<file path="src/hdl/rcfp_pkg.sv">
// rcfp_pkg: shared constants and types for the RC channel frame parser.
// No dependencies; imported by rc_channel_frame_parser.
package rcfp_pkg;

    localparam int NUM_CHANNELS = 14;
    localparam int CH_W         = 4;
    localparam int POS_W        = 6;

    localparam logic [7:0]       SYNC_FIRST  = 8'h20;
    localparam logic [7:0]       SYNC_SECOND = 8'h40;
    localparam logic [POS_W-1:0] POS_SECOND  = POS_W'(1);
    localparam logic [POS_W-1:0] DATA_START  = POS_W'(2);
    localparam logic [POS_W-1:0] DATA_END    = POS_W'(2 + 2 * NUM_CHANNELS);
    localparam logic [CH_W-1:0]  LAST_CH     = CH_W'(NUM_CHANNELS - 1);

    localparam logic STATUS_OK  = 1'b0;
    localparam logic STATUS_ERR = 1'b1;

    typedef enum logic [1:0] {
        ST_COLLECT,
        ST_READ,
        ST_LOAD
    } rcfp_state_t;

endpackage

</file>
<file path="src/hdl/rc_channel_frame_parser.sv">
// rc_channel_frame_parser: byte-serial RC frame parser with a channel memory.
// Depends on rcfp_pkg (constants, state type).
//
// Channel  | Direction | Handshake          | Payload
// ---------+-----------+--------------------+------------------------------------------
// rx       | in        | rx_valid/rx_stall  | rx_byte[7:0]
// res      | out       | res_valid/res_stall| status, channel_index[3:0],
//          |           |                    | channel_value[15:0], last
//
// One received byte is taken per cycle while collecting and the output slot is free;
// a byte that does not end a frame gives no result. A good frame is read back from
// the channel memory one channel at a time (read, then load the output register),
// each load waiting while res_stall holds the slot; rx_stall is high during readout.
// A bad checksum loads one error result in the cycle the last byte is taken.
// Reset (rst_n low) clears the sync state, position, sum and the output valid; the
// channel memory is not cleared, since every entry is written before a frame emits.
module rc_channel_frame_parser
    import rcfp_pkg::*;
(
    input  logic        clk,
    input  logic        rst_n,
    input  logic        rx_valid,
    output logic        rx_stall,
    input  logic [7:0]  rx_byte,
    output logic        res_valid,
    input  logic        res_stall,
    output logic        status,
    output logic [3:0]  channel_index,
    output logic [15:0] channel_value,
    output logic        last
);

    // Frame collection state
    rcfp_state_t        state_reg, state_next;
    logic               in_sync_reg, in_sync_next;
    logic [POS_W-1:0]   pos_reg, pos_next;
    logic [15:0]        sum_reg, sum_next;
    logic [7:0]         low_reg, low_next;
    logic [CH_W-1:0]    ch_reg, ch_next;

    // Output register
    logic               res_valid_reg, res_valid_next;
    logic               status_reg;
    logic [CH_W-1:0]    index_reg;
    logic [15:0]        value_reg;
    logic               last_reg;

    // Channel memory: one entry per channel, registered read
    logic [15:0]        ch_mem [NUM_CHANNELS];
    logic [15:0]        rd_data_reg;

    logic               rx_fire;
    logic               slot_free;
    logic [POS_W-1:0]   data_off;
    logic               is_data;
    logic               frame_end;
    logic               csum_ok;
    logic               wr_en;
    logic [CH_W-1:0]    wr_addr;
    logic               rd_en;
    logic               load_ch;
    logic               load_err;

    // The output slot is free when empty or when its transfer completes this edge.
    assign slot_free = !res_valid_reg || !res_stall;
    assign rx_fire   = rx_valid && !rx_stall;

    assign data_off  = pos_reg - DATA_START;
    assign is_data   = in_sync_reg && (pos_reg >= DATA_START) && (pos_reg < DATA_END);
    assign frame_end = rx_fire && in_sync_reg && (pos_reg > DATA_END);
    // 0xFFFF minus the sum is the bitwise inverse of the sum.
    assign csum_ok   = ({rx_byte, low_reg} == ~sum_reg);

    // Odd data offsets carry the high byte: write the completed channel value.
    assign wr_en   = rx_fire && is_data && data_off[0];
    assign wr_addr = data_off[CH_W:1];

    // Byte-level collection: hunt, check second sync byte, accumulate, hold low byte, end on checksum.
    always_comb
    begin
        in_sync_next = in_sync_reg;
        pos_next     = pos_reg;
        sum_next     = sum_reg;
        low_next     = low_reg;
        if (rx_fire)
        begin
            if (!in_sync_reg)
            begin
                if (rx_byte == SYNC_FIRST)
                begin
                    in_sync_next = 1'b1;
                    pos_next     = POS_SECOND;
                    sum_next     = {8'h00, SYNC_FIRST};
                end
            end
            else if (pos_reg == POS_SECOND)
            begin
                // A bad second byte drops sync and is not rechecked as a first byte.
                if (rx_byte == SYNC_SECOND)
                begin
                    pos_next = DATA_START;
                    sum_next = sum_reg + {8'h00, rx_byte};
                end
                else
                begin
                    in_sync_next = 1'b0;
                    pos_next     = '0;
                end
            end
            else if (pos_reg < DATA_END)
            begin
                sum_next = sum_reg + {8'h00, rx_byte};
                if (!data_off[0])
                begin
                    low_next = rx_byte;
                end
                pos_next = pos_reg + POS_W'(1);
            end
            else if (pos_reg == DATA_END)
            begin
                // Low checksum byte: hold, leave it out of the sum.
                low_next = rx_byte;
                pos_next = pos_reg + POS_W'(1);
            end
            else
            begin
                // High checksum byte: frame ends, back to hunting either way.
                in_sync_next = 1'b0;
                pos_next     = '0;
            end
        end
    end

    // Next state
    always_comb
    begin
        state_next = state_reg;
        case (state_reg)
            ST_COLLECT:
            begin
                if (frame_end && csum_ok)
                begin
                    state_next = ST_READ;
                end
            end
            ST_READ:
            begin
                state_next = ST_LOAD;
            end
            ST_LOAD:
            begin
                if (slot_free)
                begin
                    state_next = (ch_reg == LAST_CH) ? ST_COLLECT : ST_READ;
                end
            end
            default:
            begin
                state_next = ST_COLLECT;
            end
        endcase
    end

    // State outputs
    always_comb
    begin
        rx_stall = 1'b1;
        rd_en    = 1'b0;
        load_ch  = 1'b0;
        load_err = 1'b0;
        case (state_reg)
            ST_COLLECT:
            begin
                // Hold bytes while an undelivered result occupies the output slot.
                rx_stall = !slot_free;
                load_err = frame_end && !csum_ok;
            end
            ST_READ:
            begin
                rd_en = 1'b1;
            end
            ST_LOAD:
            begin
                load_ch = slot_free;
            end
            default:
            begin
                rx_stall = 1'b1;
            end
        endcase
    end

    always_comb
    begin
        ch_next = ch_reg;
        if (frame_end)
        begin
            ch_next = '0;
        end
        else if (load_ch)
        begin
            ch_next = ch_reg + CH_W'(1);
        end
    end

    always_comb
    begin
        res_valid_next = res_valid_reg && res_stall;
        if (load_ch || load_err)
        begin
            res_valid_next = 1'b1;
        end
    end

    always_ff @(posedge clk or negedge rst_n)
    begin
        if (!rst_n)
        begin
            state_reg     <= ST_COLLECT;
            in_sync_reg   <= 1'b0;
            pos_reg       <= '0;
            sum_reg       <= '0;
            low_reg       <= '0;
            ch_reg        <= '0;
            res_valid_reg <= 1'b0;
        end
        else
        begin
            state_reg     <= state_next;
            in_sync_reg   <= in_sync_next;
            pos_reg       <= pos_next;
            sum_reg       <= sum_next;
            low_reg       <= low_next;
            ch_reg        <= ch_next;
            res_valid_reg <= res_valid_next;
        end
    end

    // Output payload: load a channel value or the error result.
    always_ff @(posedge clk)
    begin
        if (load_err)
        begin
            status_reg <= STATUS_ERR;
            index_reg  <= '0;
            value_reg  <= '0;
            last_reg   <= 1'b1;
        end
        else if (load_ch)
        begin
            status_reg <= STATUS_OK;
            index_reg  <= ch_reg;
            value_reg  <= rd_data_reg;
            last_reg   <= (ch_reg == LAST_CH);
        end
    end

    // Channel memory. Writes happen only while collecting and reads only during
    // readout with the byte channel stalled, so the two never touch the same cycle.
    always_ff @(posedge clk)
    begin
        if (wr_en)
        begin
            ch_mem[wr_addr] <= {rx_byte, low_reg};
        end
        if (rd_en)
        begin
            rd_data_reg <= ch_mem[ch_reg];
        end
    end

    assign res_valid     = res_valid_reg;
    assign status        = status_reg;
    assign channel_index = index_reg;
    assign channel_value = value_reg;
    assign last          = last_reg;

endmodule
</file>
<file path="config.mk">
export PLATFORM = sky130hd
export DESIGN_NAME = rc_channel_frame_parser
export DESIGN_NICKNAME = d
export VERILOG_FILES = /design/src/hdl/rcfp_pkg.sv /design/src/hdl/rc_channel_frame_parser.sv
export SDC_FILE = /design/constraint.sdc
export NUM_CORES = 1
export LEC_CHECK = 0
export CAP_MARGIN = 0
export CELL_PAD_IN_SITES_DETAIL_PLACEMENT = 1
export CELL_PAD_IN_SITES_GLOBAL_PLACEMENT = 1
export CORE_MARGIN = 1
export CORE_UTILIZATION = 55
export CTS_CLUSTER_DIAMETER = 150
export DETAILED_ROUTE_END_ITERATION = 8
export DONT_BUFFER_PORTS = 1
export GPL_TIMING_DRIVEN = 0
export PLACE_DENSITY = 0.75
export SETUP_SLACK_MARGIN = 0.15
export SYNTH_ARGS = -nofsm -noshare
export SYNTH_HDL_FRONTEND = slang
export SYNTH_SLANG_ARGS = --single-unit
</file>
<file path="constraint.sdc">
create_clock -name clk -period 5.14 [get_ports clk]
set_clock_uncertainty 0.2 [all_clocks]
set_input_delay 1.028 -clock clk [delete_from_list [all_inputs] [get_ports clk]]
set_output_delay 1.028 -clock clk [all_outputs]
set_load 0.02 [all_outputs]
</file>
Yosys cells after proc, flatten, opt, wreduce, memory -nomap -nowiden
Memory sizes are Yosys's and may differ from the RTL's. A register that Yosys moved wholly into a read port is not among the register bits.
Index checks and enable logic that the tools add are counted.

storage, ports and cells
  register bits = 60
  memory bits (writable) = 224
  input port bits = 12
  output and inout bits = 24
  word-level logic and storage cells = 92
  memories kept = 1

cells by class
  $add $sub $neg = 4
  $lt $le $gt $ge = 3
  equality and inequality tests = 13
  muxes and demuxes = 33
  bitwise logic cells = 2
  reductions and logical operators = 25

memories
  memory  words  width  rd ports  clocked after Yosys merged registers in  write ports  line                           RTL
  ch_mem  14     16     1         1                                        1            rc_channel_frame_parser.sv:49  logic [15:0] ch_mem [NUM_CHANNELS];

operators by type and width
  operator               number
  $mux W16               5
  $mux W6                5
  $mux W8                3
  $add A16 B8 Y16        1
  $eq A16 B16 Y1         1
  $not A16 Y16           1
  $mux W1                14
  $logic_and A1 B1 Y1    10
  $eq A8 B6 Y1 const B   1
  $eq A8 B7 Y1 const B   1
  $mux W4                2
  $add A6 B1 Y6 const B  1
  $eq A6 B1 Y1 const B   1
  $eq A6 B5 Y1 const B   1
  $ge A6 B2 Y1 const B   1
  $gt A6 B5 Y1 const B   1
  $lt A6 B5 Y1 const B   1
  $mux W2                3
  $ne A2 B2 Y1 const B   3
  $pmux W2 S3            1
  $reduce_bool A2 Y1     3
  $logic_not A1 Y1       5
  $reduce_and A5 Y1      1
  $sub A5 B2 Y5 const B  1
  11 further kinds       13

Depth between registers and ports, before layout
Gate-level depths: netlist of the first run.

  depth in word-level cells = 12
  gate-level depth with buffers = 8
  depth with buffers taken out = 8

Worst setup path before layout of the first run
No wires, ideal clock.

  path type = input -> register
  start point = in res_stall
  end point = mem ch_mem[0][0], enable pin
  setup time = 0.409 ns
  arrival time = 3.103 ns
  required time = 4.531 ns
  slack = 1.428 ns
  stages = 5
  path buffers = 0
  cells stage by stage = a211oi_2 -> nand3_1 -> nor3_1 -> nand3_1 -> nor3_1

on the way
  longest elaborated chain between the ends = 10

RTL lines
  element                            line                            RTL
  from (decl)                        rc_channel_frame_parser.sv:26   input logic res_stall,
  $logic_not A1 Y1                   rc_channel_frame_parser.sv:65   assign slot_free = !res_valid_reg || !res_stall;
  $logic_or A1 B1 Y1                 rc_channel_frame_parser.sv:65
  $logic_not A1 Y1                   rc_channel_frame_parser.sv:175  rx_stall = !slot_free;
  $mux W1                            rc_channel_frame_parser.sv:171  case (state_reg)
  $logic_not A1 Y1                   rc_channel_frame_parser.sv:66   assign rx_fire = rx_valid && !rx_stall;
  $logic_and A1 B1 Y1                rc_channel_frame_parser.sv:66
  $logic_and A1 B1 Y1 (2 in series)  rc_channel_frame_parser.sv:75   assign wr_en = rx_fire && is_data && data_off[0];
  $mux W1                            rc_channel_frame_parser.sv:262  if (wr_en)
  $mux W1 (not written as such)      rc_channel_frame_parser.sv:264  ch_mem[wr_addr] <= {rx_byte, low_reg};
  to (decl)                          rc_channel_frame_parser.sv:49

No other way between the ends.

Worst setup path after layout of the first run
  start point = reg res_valid_reg (netlist: res_valid)
  end point = mem ch_mem[0][5], enable pin

on the way
  longest elaborated chain between the ends = 10

RTL lines
  element                            line                            RTL
  from (decl)                        rc_channel_frame_parser.sv:42   logic res_valid_reg, res_valid_next;
  from (signal assigned)             rc_channel_frame_parser.sv:235  res_valid_reg <= res_valid_next;
  $logic_not A1 Y1                   rc_channel_frame_parser.sv:65
  $logic_or A1 B1 Y1                 rc_channel_frame_parser.sv:65
  $logic_not A1 Y1                   rc_channel_frame_parser.sv:175
  $mux W1                            rc_channel_frame_parser.sv:171
  $logic_not A1 Y1                   rc_channel_frame_parser.sv:66
  $logic_and A1 B1 Y1                rc_channel_frame_parser.sv:66
  $logic_and A1 B1 Y1 (2 in series)  rc_channel_frame_parser.sv:75
  $mux W1                            rc_channel_frame_parser.sv:262
  $mux W1 (not written as such)      rc_channel_frame_parser.sv:264

No other way between the ends.

==> impl_metrics.json, run 1 <==
{
  "status": "finished, final reports clean",
  "postLayoutCoreUtil_pct": 64.00,
  "boundaryPins": 36,
  "vias": 6830,
  "post_cts_buffers": 0,
  "rsz0062_at_grt": "no",
  "ys_types": 58,
  "initial_core_util_pct": 56.25,
  "p_sw_share_pct": 20.15,
  "cts_tree": "done",
  "grt.overflow.total": 0,
  "slew_headroom_pct": 31.51,
  "drv_slew": 0,
  "n_antenna_cell": 0,
  "largest_reg_flops": 224,
  "path_class": "register to register",
  "crit_slowest_cell": "nor3_2",
  "row_count": 54,
  "route.detailed.drc": 0,
  "syn_avg_cell_area_um2": 17.08,
  "detailed_place.area_um2": 12900,
  "largest_register": "ch_mem",
  "cts_made_buffers": 30,
  "p_sw_mw": 1.035,
  "cp_top_family": "simple AND/OR/NAND/NOR gates",
  "reg2reg_to": "ch_mem[0][5]",
  "wl_met1_um": 12230,
  "path_cells": "a211oi_2 -> nand3_1 -> nor3_1 -> nand3_1 -> nor3_2 -> buf_4",
  "cp.arrival_ns": 4.07,
  "synthTopCellsByArea": "edfxtp_1 (59%), mux4_2 (12%), dfrtp_1 (7.7%)",
  "clk_pin_slew_ns": 0.06,
  "cp.depth": 6,
  "p_leak_nw": 4.528,
  "ys_async_sr_fraction_pct": 12.67,
  "met3WireLength_um": 1656,
  "seq_power_share_pct": 51.4,
  "drt_iter0_markers": 555,
  "finalCriticalPeriod_ns": 4.036,
  "netlist_instances": 721,
  "h-tree-depth": 1,
  "die_area_um2": 22990,
  "place.gp.congestion": 0.8371,
  "finalCritPeriodShare_pct": 78.53,
  "grt_start_max_net_pins": 39,
  "wl_per_cell_um": 27.95,
  "area_growth_syn_to_layout_pct": 13.77,
  "port_buffers": 0,
  "reg2reg_depth": 6,
  "critPathMaxStageDelay_ns": 0.84,
  "ctsRootBufferMaster": "clkbuf_16",
  "nNetsFinal": 791,
  "highest_layer": "met4",
  "mappedNetlistNets": 746,
  "cpMostUsedCell": "nand3_1",
  "grt_usage_pct": 27.63,
  "routed_wl_um": 29910,
  "fill_cells": 1898,
  "wl_met2_um": 15380,
  "crit_required_ns": 5.17,
  "clk_latency_ns": 0.55,
  "core-area_um2": 21890,
  "postLayoutCellArea_um2": 14010,
  "worstPathBufferInverterCount": 1,
  "grt_pass1_vias": 7298,
  "power_frac_clock_pct": 45.8,
  "drive_gt1_share_pct": 24.68,
  "endpoint_kind": "register",
  "synth_top_area_share_pct": 58.52,
  "ant_nets": 0,
  "yosys_most_used_dff": "edfxtp_1",
  "synth_seq_area_share_pct": 69.82,
  "critPathLaunchType": "register",
  "worstPathMaxFanout": 9,
  "fp.dieW_um": 151.6,
  "netlist_area_um2": 12310,
  "power_mw": 5.138,
  "dr.pass1.iters": 5,
  "cts.path.max_buffers": 3,
  "yosys_warnings": 0,
  "fin_tns_setup_ns": 0,
  "viasPerCell": 6.383,
  "timing.fmax_mhz": 247.8,
  "power.density_nw_per_um2": 366.7,
  "ir_worst_vdd_mv": 0.2703,
  "r2r_slack_ns": 1.10,
  "dp_hpwl_um": 19640,
  "drv_cap": 0,
  "power_frac_comb_pct": 2.7,
  "grt_first_pass_wirelength_um": 45090,
  "die_h_um": 151.6,
  "cts_sinks": 300,
  "setup_violations": 0,
  "hold_ws_ns": 0.1131,
  "hold_path.class": "primary input to async pin",
  "synth_edf_count": 240,
  "antenna_found_initial": 0,
  "p_int_mw": 4.102,
  "synth_top_area_cell": "edfxtp_1",
  "finalHoldViolations": 0,
  "ys_seq_elements": 300,
  "reg2reg_from": "res_valid",
  "worst_pin_slew_ns": 1.022
}
[layout make-up]
type	instances	area, um^2	share of cell area, %
Buffer	36	188.9	1.349
Clock buffer	40	859.6	6.136
Clock inverter	16	220.2	1.572
Inverter	13	48.80	0.3483
Multi-Input combinational cell	372	3521	25.13
Sequential cell	300	8598	61.37
Tap cell	280	350.3	2.501
Timing Repair Buffer	13	222.7	1.590
[kinds of logic (layout without fill, tap and decap cells)]
kind of cell | Yosys count | in the layout | share of synthesized area, %
xor gates and xnor gates | 23 | 23 | 1.636
DFF | 300 | 300 | 69.82
adders and majority gates | 13 | 13 | 1.382
and+or+nand+nor | 152 | 152 | 6.340
AOI/OAI and AO/OA | 96 | 96 | 4.989
muxes | 88 | 88 | 13.90
buffers and inverters | 49 | 118 | 1.931
[how the worst max path moves through the flow]
| stage | start | to | slack [ns] |
|---|---|---|---|
| 2_1_floorplan | res_stall | ch_mem[0][0] | 1.43 |
| 3_3_place_gp | res_stall | ch_mem[0][2] | -0.57 |
| 3_5_place_dp | res_stall | ch_mem[0][3] | 0.70 |
| 4_1_cts | res_valid | ch_mem[0][2] | 1.06 |
| 5_1_grt | res_valid | ch_mem[0][5] | 0.85 |
| 6_report | res_valid | ch_mem[0][5] | 1.10 |
[cell usage after synthesis (11+ instances only)]
master,n
inv_1,13
ha_1,12
dfrtp_1,38
edfxtp_1,240
mux4_2,64
a21oi_1,29
mux2_2,24
nor2_1,20
xnor2_1,18
nand3_1,18
o211ai_1,11
nand2_1,64
dfxtp_1,22
o21ai_0,23
clkbuf_1,20
[metal layers]
| metal | GRT usage, % | up-vias |
|---|---|---|
| met5 | 0 | - |
| met1 | 36.48 | 3589 |
| li1 | - | 2935 |
| met4 | 7.475 | 0 |
| met3 | 4.162 | 51 |
| met2 | 48.01 | 255 |
[power by group through the flow]
stage	Clock (mW)	Combinational [mW]	Sequential, mW
2_1_floorplan	0	0.0976	2.68
3_3_place_gp	0	0.118	2.69
3_5_place_dp	0	0.128	2.69
4_1_cts	2.37	0.139	2.64
5_1_grt	2.45	0.155	2.64
6_report	2.36	0.141	2.64
[metrics by stage]
step	setup WS, ns	instances
after floorplan	1.428	721
after detailed placement	0.7009	1013
final	1.104	1070
after global placement	-0.5722	1001
after CTS	1.062	1070
after global routing	0.8548	1070
[worst reg2reg max path, cell delays in order, from the launching register on]
cell,delay (ns)
dfrtp_1,0.49
a211oi_2,0.63
nand3_1,0.37
nor3_1,0.49
nand3_1,0.32
nor3_2,0.84
buf_4,0.37
[cells in the final DEF, fill, tap and decap left out, drive strengths merged, types with 2 or more instances in the layout]
| master | synthesis | final |
|---|---|---|
| a211oi | 3 | 3 |
| a21o | 3 | 3 |
| a21oi | 29 | 29 |
| a31o | 2 | 2 |
| and2 | 2 | 2 |
| and3 | 5 | 5 |
| and4 | 2 | 2 |
| buf | 13 | 26 |
| bufinv | 0 | 5 |
| clkbuf | 23 | 63 |
| clkinv | 0 | 9 |
| clkinvlp | 0 | 2 |
| dfrtp | 38 | 38 |
| dfxtp | 22 | 22 |
| edfxtp | 240 | 240 |
| ha | 12 | 12 |
| inv | 13 | 13 |
| mux2 | 24 | 24 |
| mux4 | 64 | 64 |
| nand2 | 64 | 64 |
| nand2b | 4 | 4 |
| nand3 | 18 | 18 |
| nand4 | 3 | 3 |
| nor2 | 20 | 20 |
| nor2b | 3 | 3 |
| nor3 | 7 | 7 |
| nor4 | 5 | 5 |
| nor4b | 3 | 3 |
| o2111ai | 2 | 2 |
| o211ai | 11 | 11 |
| o21a | 3 | 3 |
| o21ai | 24 | 24 |
| o21bai | 2 | 2 |
| o311ai | 2 | 2 |
| o31a | 2 | 2 |
| o31ai | 9 | 9 |
| or3 | 5 | 5 |
| or4 | 8 | 8 |
| xnor2 | 18 | 18 |
| xor2 | 5 | 5 |
[repair_timing]
item                       in CTS  in global routing
hold buffers                    1                  0
setup endpoints to repair       0                  0
hold endpoints to repair       38                  0
resized for setup               0                  0
Note: power is estimated with default switching activity, not from simulation.
==> run 2: changes to the inputs <==
Clock period 5.14 ns to 4 ns, I/O delays scaled along.
==> impl_metrics.json, run 2 (synthesized netlist as in run 1, its figures left out) <==
{
  "viasPerCell": 6.383,
  "wl_per_cell_um": 27.91,
  "drt_iter0_markers": 527,
  "finalCritPeriodShare_pct": 94.38,
  "n_antenna_cell": 0,
  "rsz0062_at_grt": "yes",
  "h-tree-depth": 1,
  "port_buffers": 0,
  "path_class": "register to register",
  "crit_required_ns": 3.95,
  "boundaryPins": 36,
  "place_ws_ns": -0.2111,
  "final_common_cell": "edfxtp_1",
  "hold_ws_ns": 0.1402,
  "nNetsFinal": 796,
  "startpoint": "res_valid",
  "fp.dieW_um": 151.6,
  "reg2reg_from": "res_valid",
  "grt_usage_pct": 27.62,
  "finalCriticalPeriod_ns": 3.775,
  "cts_made_buffers": 30,
  "cp.arrival_ns": 3.73,
  "worstPathMaxFanout": 16,
  "row_count": 54,
  "clk_pin_slew_ns": 0.07,
  "cts_sinks": 300,
  "dr.pass1.iters": 5,
  "antenna_found_initial": 0,
  "clk_latency_ns": 0.55,
  "largest_register": "ch_mem",
  "largest_reg_flops": 224,
  "grt_pass1_vias": 7295,
  "grt_first_pass_wirelength_um": 45080,
  "ctsRootBufferMaster": "clkbuf_16",
  "drv_cap": 0,
  "cts.path.max_buffers": 3,
  "drv_slew": 0,
  "drive_gt1_share_pct": 25.03,
  "route.detailed.drc": 0,
  "die_h_um": 151.6,
  "area_growth_syn_to_layout_pct": 14.19,
  "grt.overflow.total": 0,
  "ir_worst_vdd_mv": 0.3442,
  "ant_nets": 0,
  "p_leak_nw": 4.549,
  "routed_wl_um": 30010,
  "slew_headroom_pct": 35.68,
  "status": "finished, final reports clean",
  "finalHoldViolations": 0,
  "fin_tns_setup_ns": 0,
  "timing.fmax_mhz": 264.9,
  "fill_cells": 1898,
  "hold_path.class": "primary input to register",
  "place.gp.congestion": 0.8371,
  "hold_path.startpoint": "rx_byte[6]",
  "power_mw": 6.598,
  "setup_violations": 0,
  "final_cell_mix": "edfxtp_1 (240), mux4_2 (64), nand2_1 (64), dfrtp_1 (38), clkbuf_16 (31)",
  "power.density_nw_per_um2": 469.2,
  "vias": 6862,
  "critPathLaunchType": "register",
  "initial_core_util_pct": 56.25,
  "grt_start_max_net_pins": 39,
  "layout_setup_ws_ns": 0.2250,
  "die_area_um2": 22990,
  "dp_hpwl_um": 19640,
  "endpoint_kind": "register",
  "cts_tree": "done",
  "worst_pin_slew_ns": 0.9638,
  "core-area_um2": 21890
}
==> run 2: stage by stage <==
stage / util (%) / cell area, um^2 / instances
2_1_floorplan: - / 12310 / 721
3_3_place_gp: 57.85 / 12660 / 1001
3_5_place_dp: 58.94 / 12900 / 1013
4_1_cts: 64.07 / 14030 / 1071
5_1_grt: 64.24 / 14060 / 1075
6_report: 64.24 / 14060 / 1075
==> run 2: power breakdown <==
group	switching (mW)	internal (mW)	total, mW	leakage [nW]
clock	1.19	1.83	3.02	0.527
sequential	0.0274	3.37	3.39	2.73
combinational	0.111	0.0723	0.183	1.29
total	1.33	5.27	6.60	4.55
==> run 2: critical path, stage by stage, from the launching register on <==
cell and delay (ns):
dfrtp_1 0.49, a211oi_2 0.62, nand3_1 0.37, nor3_1 0.50
nand3_1 0.36, nor2_2 0.83
==> run 2: repair_timing <==
action | 4_1_cts | 5_1_grt
endpoints found under the setup margin | 8 | 49
setup buffers | 0 | 4
hold buffers | 2 | 0
hold endpoints to repair | 38 | 0
gates resized for setup | 1 | 1
pin swaps | 0 | 1
==> run 2: final timing paths <==
check,to,slack [ns],depth (start not counted)
worst min register to register,channel_value[1],0.31,2
worst min-delay path,ch_mem[6][14],0.14,0
min in group asynchronous,pos_reg[2],0.54,2
max in group asynchronous,low_reg[0],2.82,2
worst max-delay path,ch_mem[4][3],0.22,5
worst max register to register,ch_mem[4][3],0.22,5
==> run 2: final cells by class <==
cell class,count,area [um^2],share of cell area (%)
Sequential cell,300,8598,61.14
Clock buffer,40,859.6,6.113
Clock inverter,16,220.2,1.566
Timing Repair Buffer,18,262.8,1.868
Multi-Input combinational cell,372,3533,25.13
Buffer,36,188.9,1.344
Tap cell,280,350.3,2.491
Inverter,13,48.80,0.3470
==> run 2: per-layer routing <==
| metal | up-vias | GRT usage, % | share of wire [%] | wire length, um |
|---|---|---|---|---|
| met4 | 0 | 7.525 | 1.7 | 509 |
| met2 | 253 | 47.95 | 52 | 15620 |
| met3 | 40 | 4.102 | 5.9 | 1778 |
| met1 | 3620 | 36.53 | 40 | 12090 |
| li1 | 2949 | - | - | - |
| met5 | - | 0 | 0 | 0 |
